[src/ordered_slot_allocator_defines.svh]
// ----------------------------------------------------------------------------
// ordered_slot_allocator assertion macros
// Shared concurrent assertion forms, clocked on clk with reset disable.
// ----------------------------------------------------------------------------
`ifndef ORDERED_SLOT_ALLOCATOR_DEFINES_SVH
`define ORDERED_SLOT_ALLOCATOR_DEFINES_SVH

// same-cycle implication
`define OSA_ASSERT_IMP(label, clk, rst_n, ante, cons, msg) \
    label: assert property (@(posedge clk) disable iff (!rst_n) (ante) |-> (cons)) \
        else $error(msg);

// next-cycle implication
`define OSA_ASSERT_NXT(label, clk, rst_n, ante, cons, msg) \
    label: assert property (@(posedge clk) disable iff (!rst_n) (ante) |=> (cons)) \
        else $error(msg);

`endif

[src/osa_pkg.sv]
// ----------------------------------------------------------------------------
// osa_pkg
// Types and constants of the ordered slot allocator.
// ----------------------------------------------------------------------------
`default_nettype none

package osa_pkg;

    localparam int SLOT_W  = 12;
    localparam int COUNT_W = 13;
    localparam int OFF_W   = 24;
    localparam int CB_W    = 16;
    localparam int WORD_W  = 64;
    localparam int BIT_W   = 6;
    localparam int PROD_W  = 32;

    localparam logic [OFF_W-1:0]  OFF_MAX  = 24'hFFFFFF;
    localparam logic [CB_W-1:0]   CB_RESET = 16'd64;

    localparam logic MODE_ALLOC = 1'b0;
    localparam logic MODE_FREE  = 1'b1;

    typedef enum logic [2:0] {
        ST_IDLE,
        ST_MAIN,
        ST_PREV,
        ST_NEXT,
        ST_COMMIT,
        ST_DONE
    } osa_state_t;

    typedef enum logic [1:0] {
        OFF_IDLE,
        OFF_DIV,
        OFF_SUB,
        OFF_MUL
    } osa_off_state_t;

    typedef struct packed {
        logic              mode;
        logic [SLOT_W-1:0] slot_in;
    } osa_req_t;

    typedef struct packed {
        logic               ok;
        logic [SLOT_W-1:0]  slot_out;
        logic               prev_valid;
        logic [SLOT_W-1:0]  prev_slot;
        logic               next_valid;
        logic [SLOT_W-1:0]  next_slot;
        logic [SLOT_W-1:0]  lowest_used;
        logic               is_empty;
        logic [COUNT_W-1:0] used_total;
        logic [OFF_W-1:0]   byte_offset;
    } osa_rsp_t;

    function automatic logic [BIT_W-1:0] lowest_set(input logic [WORD_W-1:0] w);
        logic [BIT_W-1:0] idx;
        idx = '0;
        for (int i = WORD_W - 1; i >= 0; i--)
        begin
            if (w[i])
            begin
                idx = BIT_W'(i);
            end
        end
        return idx;
    endfunction

    function automatic logic [BIT_W-1:0] highest_set(input logic [WORD_W-1:0] w);
        logic [BIT_W-1:0] idx;
        idx = '0;
        for (int i = 0; i < WORD_W; i++)
        begin
            if (w[i])
            begin
                idx = BIT_W'(i);
            end
        end
        return idx;
    endfunction

endpackage

`default_nettype wire

[src/osa_offset.sv]
// ----------------------------------------------------------------------------
// osa_offset
// Byte offset unit: slot mod CHUNKS_PER_POOL by reciprocal multiplication,
// then one multiply by chunk_bytes with saturation.
// ----------------------------------------------------------------------------
`default_nettype none

module osa_offset #(
    parameter int CHUNKS_PER_POOL = 256,
    parameter int SW              = 12
) (
    input  wire logic                        clk,
    input  wire logic                        rst_n,
    input  wire logic                        start,
    input  wire logic [SW-1:0]               slot,
    input  wire logic [osa_pkg::CB_W-1:0]    chunk_bytes,
    output logic                             busy,
    output logic [osa_pkg::OFF_W-1:0]        offset
);

    localparam int RS  = SW + $clog2(CHUNKS_PER_POOL);
    localparam int RMW = SW + 2;
    localparam int PW  = SW + RMW;
    localparam logic [RMW-1:0] RECIP =
        RMW'((longint'(1) << RS) / longint'(CHUNKS_PER_POOL) + longint'(1));
    localparam logic [SW-1:0] CPP_C = SW'(CHUNKS_PER_POOL);

    osa_pkg::osa_off_state_t state_reg, state_next;

    logic [SW-1:0]               slot_lat_reg;
    logic [SW-1:0]               q_reg;
    logic [SW-1:0]               rem_reg;
    logic [osa_pkg::PROD_W-1:0]  prod_reg;
    logic [PW-1:0]               recip_prod;
    logic [osa_pkg::CB_W-1:0]    idx;

    assign recip_prod = PW'(slot_lat_reg) * PW'(RECIP);
    assign idx        = osa_pkg::CB_W'(rem_reg);

    always_comb
    begin
        state_next = state_reg;
        unique case (state_reg)
            osa_pkg::OFF_IDLE:
            begin
                if (start)
                begin
                    state_next = osa_pkg::OFF_DIV;
                end
            end
            osa_pkg::OFF_DIV:
            begin
                state_next = osa_pkg::OFF_SUB;
            end
            osa_pkg::OFF_SUB:
            begin
                state_next = osa_pkg::OFF_MUL;
            end
            osa_pkg::OFF_MUL:
            begin
                state_next = osa_pkg::OFF_IDLE;
            end
            default:
            begin
                state_next = osa_pkg::OFF_IDLE;
            end
        endcase
    end

    always_comb
    begin
        busy = (state_reg != osa_pkg::OFF_IDLE);
    end

    always_ff @(posedge clk or negedge rst_n)
    begin
        if (!rst_n)
        begin
            state_reg <= osa_pkg::OFF_IDLE;
        end
        else
        begin
            state_reg <= state_next;
        end
    end

    always_ff @(posedge clk)
    begin
        unique case (state_reg)
            osa_pkg::OFF_IDLE:
            begin
                if (start)
                begin
                    slot_lat_reg <= slot;
                end
            end
            osa_pkg::OFF_DIV:
            begin
                q_reg <= SW'(recip_prod >> RS);
            end
            osa_pkg::OFF_SUB:
            begin
                rem_reg <= slot_lat_reg - q_reg * CPP_C;
            end
            osa_pkg::OFF_MUL:
            begin
                prod_reg <= osa_pkg::PROD_W'(idx) * osa_pkg::PROD_W'(chunk_bytes);
            end
            default:
            begin
            end
        endcase
    end

    assign offset = (prod_reg > osa_pkg::PROD_W'(osa_pkg::OFF_MAX))
                  ? osa_pkg::OFF_MAX : prod_reg[osa_pkg::OFF_W-1:0];

endmodule

`default_nettype wire

[config.mk]
export PLATFORM = sky130hd
export DESIGN_NAME = osa_offset
export DESIGN_NICKNAME = d
export VERILOG_FILES = /design/src/ordered_slot_allocator_defines.svh /design/src/osa_pkg.sv /design/src/osa_offset.sv
export SDC_FILE = /design/constraint.sdc
export NUM_CORES = 1
export LEC_CHECK = 0
export ABC_AREA = 0
export BUFFER_PORTS_ARGS = -buffer_cell sky130_fd_sc_hd__buf_2
export CORE_MARGIN = 2
export CORE_UTILIZATION = 55
export CTS_CLUSTER_SIZE = 16
export DETAILED_ROUTE_END_ITERATION = 10
export PLACE_DENSITY = 0.73
export SYNTH_ARGS = -nofsm -noshare
export SYNTH_HDL_FRONTEND = slang
export SYNTH_SLANG_ARGS = --single-unit
[constraint.sdc]
create_clock -name clk -period 9.71 [get_ports clk]
set_clock_uncertainty 0.05 [all_clocks]
set_input_delay 1.942 -clock clk [delete_from_list [all_inputs] [get_ports clk]]
set_output_delay 1.942 -clock clk [all_outputs]
set_load 0.005 [all_outputs]
==> Word-level counts from Yosys, hierarchy flattened <==
Index checks and enable logic that the tools add are counted.
{ "word_totals": {"register_bits": 62, "elab_cells": 19} }
{ "classes": {"magnitude_cmp": 1, "multipliers": 2, "addsub": 1, "n_mux": 3, "n_reduce_logical": 3, "eq_ne": 4} }
{ "op_table": {"columns": ["cell", "count"], "rows": [
  ["$gt A32 B24 Y1 const B", 1],
  ["$mul A12 B16 Y28", 1],
  ["$mul A12 B13 Y24 const B", 1],
  ["$mux W24", 1],
  ["$sub A12 B12 Y12", 1],
  ["$pmux W2 S4", 1],
  ["$eq A2 B2 Y1 const B", 2],
  ["$eq A2 B1 Y1 const B", 1],
  ["$logic_not A2 Y1", 1],
  ["$mux W2", 1],
  ["$ne A2 B2 Y1 const B", 1],
  ["$reduce_and A2 Y1", 1],
  ["$reduce_bool A2 Y1", 1]
]} }

==> Depth between registers and ports, before layout <==
{ "logic_depth": {"word_depth": 2, "ltp_mapped": 20, "ltp_nobuf": 18} }

==> Worst setup path after synthesis <==
No wires, ideal clock.
{ "synth_timing": {"path_type": "input-to-reg", "start": "input chunk_bytes[6] (netlist bit)", "end": "register prod_reg[25] (netlist bit), data pin", "arrival_ns": 6.665, "path_stages": 18, "slack_ns": 2.859, "setup_time_ns": 0.135, "cell_sequence": "clkbuf_1 -> nand2_1 -> fa_1 -> inv_1 -> fa_1 -> fa_1 -> fa_1 -> inv_1 -> fa_1 -> inv_1 -> ha_1 -> buf_6 -> a21oi_4 -> o21ai_2 -> a221o_1 -> or4b_1 -> a31o_1 -> nand3_1"} }
{ "synth_between": {"elab_chain_cells": 1} }
{ "synth_rtl": {"columns": ["item", "line_no", "rtl"], "rows": [
  ["from (decl)", "osa_offset.sv:16", "input wire logic [osa_pkg::CB_W-1:0] chunk_bytes,"],
  ["$mul A12 B16 Y28", "osa_offset.sv:107", "prod_reg <= osa_pkg::PROD_W'(idx) * osa_pkg::PROD_W'(chunk_bytes);"],
  ["to (signal assigned)", "osa_offset.sv:107", null],
  ["to (decl)", "osa_offset.sv:33", "logic [osa_pkg::PROD_W-1:0] prod_reg;"]
]} }
No other way between the ends.
A chain may end at the register's enable or synchronous reset.

==> Worst setup path after layout <==
{ "layout_timing": {"start": "input chunk_bytes[4] (netlist bit)", "end": "register prod_reg[27] (netlist bit), data pin"} }
The elaborated chain is that of the path after synthesis.

==> flow_summary.yaml <==
timing:
  rsz0062_at_grt: "false"
  fmax_mhz: 146
  finalSetupViolCount: 0
  post-route-min-period_ps: 6830
  tns_ps: 0
  tightestPinTransition_ps: 662
  drv_slew: 0
  final-hold-violation-count: 0
  period_share_pct: 70.3
  max-slew-margin-rel_pct: 55.9
worst_setup_path:
  startpoint_type: "input pin"
  crit_end: "prod_reg[27]"
  reg2reg_slack_ps: 3900
  cp.required_ps: 9830
  reg2reg_from: "rem_reg[8]"
  rr_endpoint: "prod_reg[27]"
  r2r_cells: 16
  worstPathMaxFanout: 12
  crit_start: "chunk_bytes[4]"
  critPathKind: "in -> reg"
  critPathCaptureType: "flip-flop"
  worstPathArrival_ps: 6950
drt:
  finalWirelength_mm: 17.2
  drtAntennaViolNets: 0
  drtIter0Drc: 249
  vias: 6043
  drc: 0
  wire_per_inst_um: 15.5
  vias_per_cell: 5.45
  dr.pass1.iters: 6
cells_and_area:
  diodes: 0
  final_cell_mix: "inv_1 (199), nand2_1 (146), fa_1 (141)"
  layout_commonest_cell: "inv_1"
  num-fill-cells: 1296
  seq_area_mm2: 0.00173
  drive_above_1_share_pct: 9.55
  multi_input_area_mm2: 0.00590
  largest_reg_flops: 28
  area_delta_synth_final_pct: 8.42
  instances_no_fill: 1109
  fin_nets: 1162
synth:
  synth_cell_types: 62
  syn_inst: 887
  yosysTopAreaCell: "fa_1"
  synth_area_per_cell_um2: 9.62
  ys.flop_type: "edfxtp_1"
  synth_top_cells_by_area: "fa_1 (33%), edfxtp_1 (20%), ha_1 (11%)"
  synth-async-reset-ratio_pct: 3.45
  synth_top_cell_area_share_pct: 33.1
  syn-num-nets: 1133
  yosysSeqAreaShare_pct: 20.3
  syn_area_mm2: 0.00853
  yosysWarningCount: 0
  synth_edf_count: 56
  ys_ff_latch: 58
clocking:
  postCtsHoldBufs: 0
  clk_latency_ps: 340
  cts.htree.levels: 3
  cts_tree: "built"
  cts_setup_buffers: 0
  cts.clk_slew.worst_paths_ps: 50
  clockBufferDepth: 2
  cts_resized: 0
  cts.sinks: 58
  cts_buffers: 9
  cts_root_buf: "clkbuf_16"
place:
  gp_congestion: 0.894
  dp_cells: 1093
  io_buffers: 55
  dp_hpwl_mm: 13.9
grt:
  grt_first_pass_wirelength_mm: 28.7
  grt_max_degree: 29
  grt_antenna_before_repair: 0
  grt_usage_pct: 22.4
  grt_overflow: 0
  grt_pass1_vias: 6006
floorplanning:
  pin_count: 56
  fp.dieW_um: 129
  dieArea_mm2: 0.0165
  start_util_pct: 56.1
  num_rows: 45
  coreArea_mm2: 0.0152
  fp.dieH_um: 129
job:
  cap_violations: 0
run_status:
  outcome: "finished clean"
hold_path:
  hold_class: "reg -> reg"
[worst min path at each step]
| stage | start | end | slack, ps | cells past startpoint |
|---|---|---|---|---|
| after global placement | slot_lat_reg[4] | rem_reg[4] | 350 | 0 |
| after CTS | slot_lat_reg[1] | rem_reg[1] | 370 | 0 |
| final | slot_lat_reg[1] | rem_reg[1] | 370 | 0 |
| after detailed placement | slot_lat_reg[1] | rem_reg[1] | 360 | 0 |
| after floorplan | slot_lat_reg[0] | rem_reg[0] | 350 | 0 |
| after global routing | slot_lat_reg[5] | rem_reg[5] | 380 | 0 |
[critical path: stages]
cell and delay, ps:
buf_2 240, nand2_1 120, fa_1 570, inv_1 50, fa_1 470, fa_1 520
fa_1 560, inv_1 60, fa_1 530, inv_1 40, ha_1 410, nand2_2 110
o21a_1 240, o21a_1 230, a2111oi_2 430, nor2_1 150, o311ai_2 270
[final cells by class]
cell class | count | share of cell area, %
multi-input combinational | 591 | 63.7
sequential | 58 | 18.7
inverter | 199 | 8.07
timing repair buffer | 57 | 3.14
clock buffer | 11 | 2.73
tap | 188 | 2.54
clock inverter | 5 | 1.08
[logic make-up after synthesis]
logic type | share of synthesized area (%)
AO/OA/AOI/OAI | 6.95
XOR/XNOR | 1.95
adder cells (fa/ha/maj) | 43.9
buffers and inverters | 10.7
flip-flops | 20.3
multiplexers | 0.367
AND/OR/NAND/NOR | 15.8
[synthesized netlist by cell type (3+ instances only)]
library cell / n
ha_1: 74
nor2b_1: 3
nor2_1: 12
a21oi_1: 20
nand3_1: 7
o21ai_0: 4
o21ai_1: 4
buf_2: 4
a31oi_1: 3
fa_1: 141
nand2_1: 146
nand2b_1: 29
edfxtp_1: 56
a221o_1: 3
a21o_1: 6
xor2_1: 7
o21a_1: 4
xnor2_1: 12
and2_1: 61
nand4_1: 5
and3_1: 4
clkbuf_1: 32
inv_1: 199
[per-layer routing]
layer	GRT usage, %	vias to the layer above	share of wire, %
met4	9.21	0	3.6
met1	28.3	3051	40
li1	-	2782	-
met2	38.8	170	52
met3	3.66	40	4.0
met5	0	-	0
[per-stage QoR]
| step | hold WS, ps | setup slack (ps) | utilization (%) | area, um2 |
|---|---|---|---|---|
| finish | 367 | 2880 | 60.9 | 9250 |
| global route | 379 | 2620 | 60.9 | 9250 |
| CTS | 368 | 2870 | 60.9 | 9250 |
| detailed placement | 357 | 2520 | 58.5 | 8900 |
| global placement | 352 | 2610 | 58.5 | 8900 |
| floorplan | 350 | 2860 | - | 8530 |
Power is left out: the tool's default activity adds up to more than one toggle a clock period on the data nets, which glitch-free logic cannot reach.
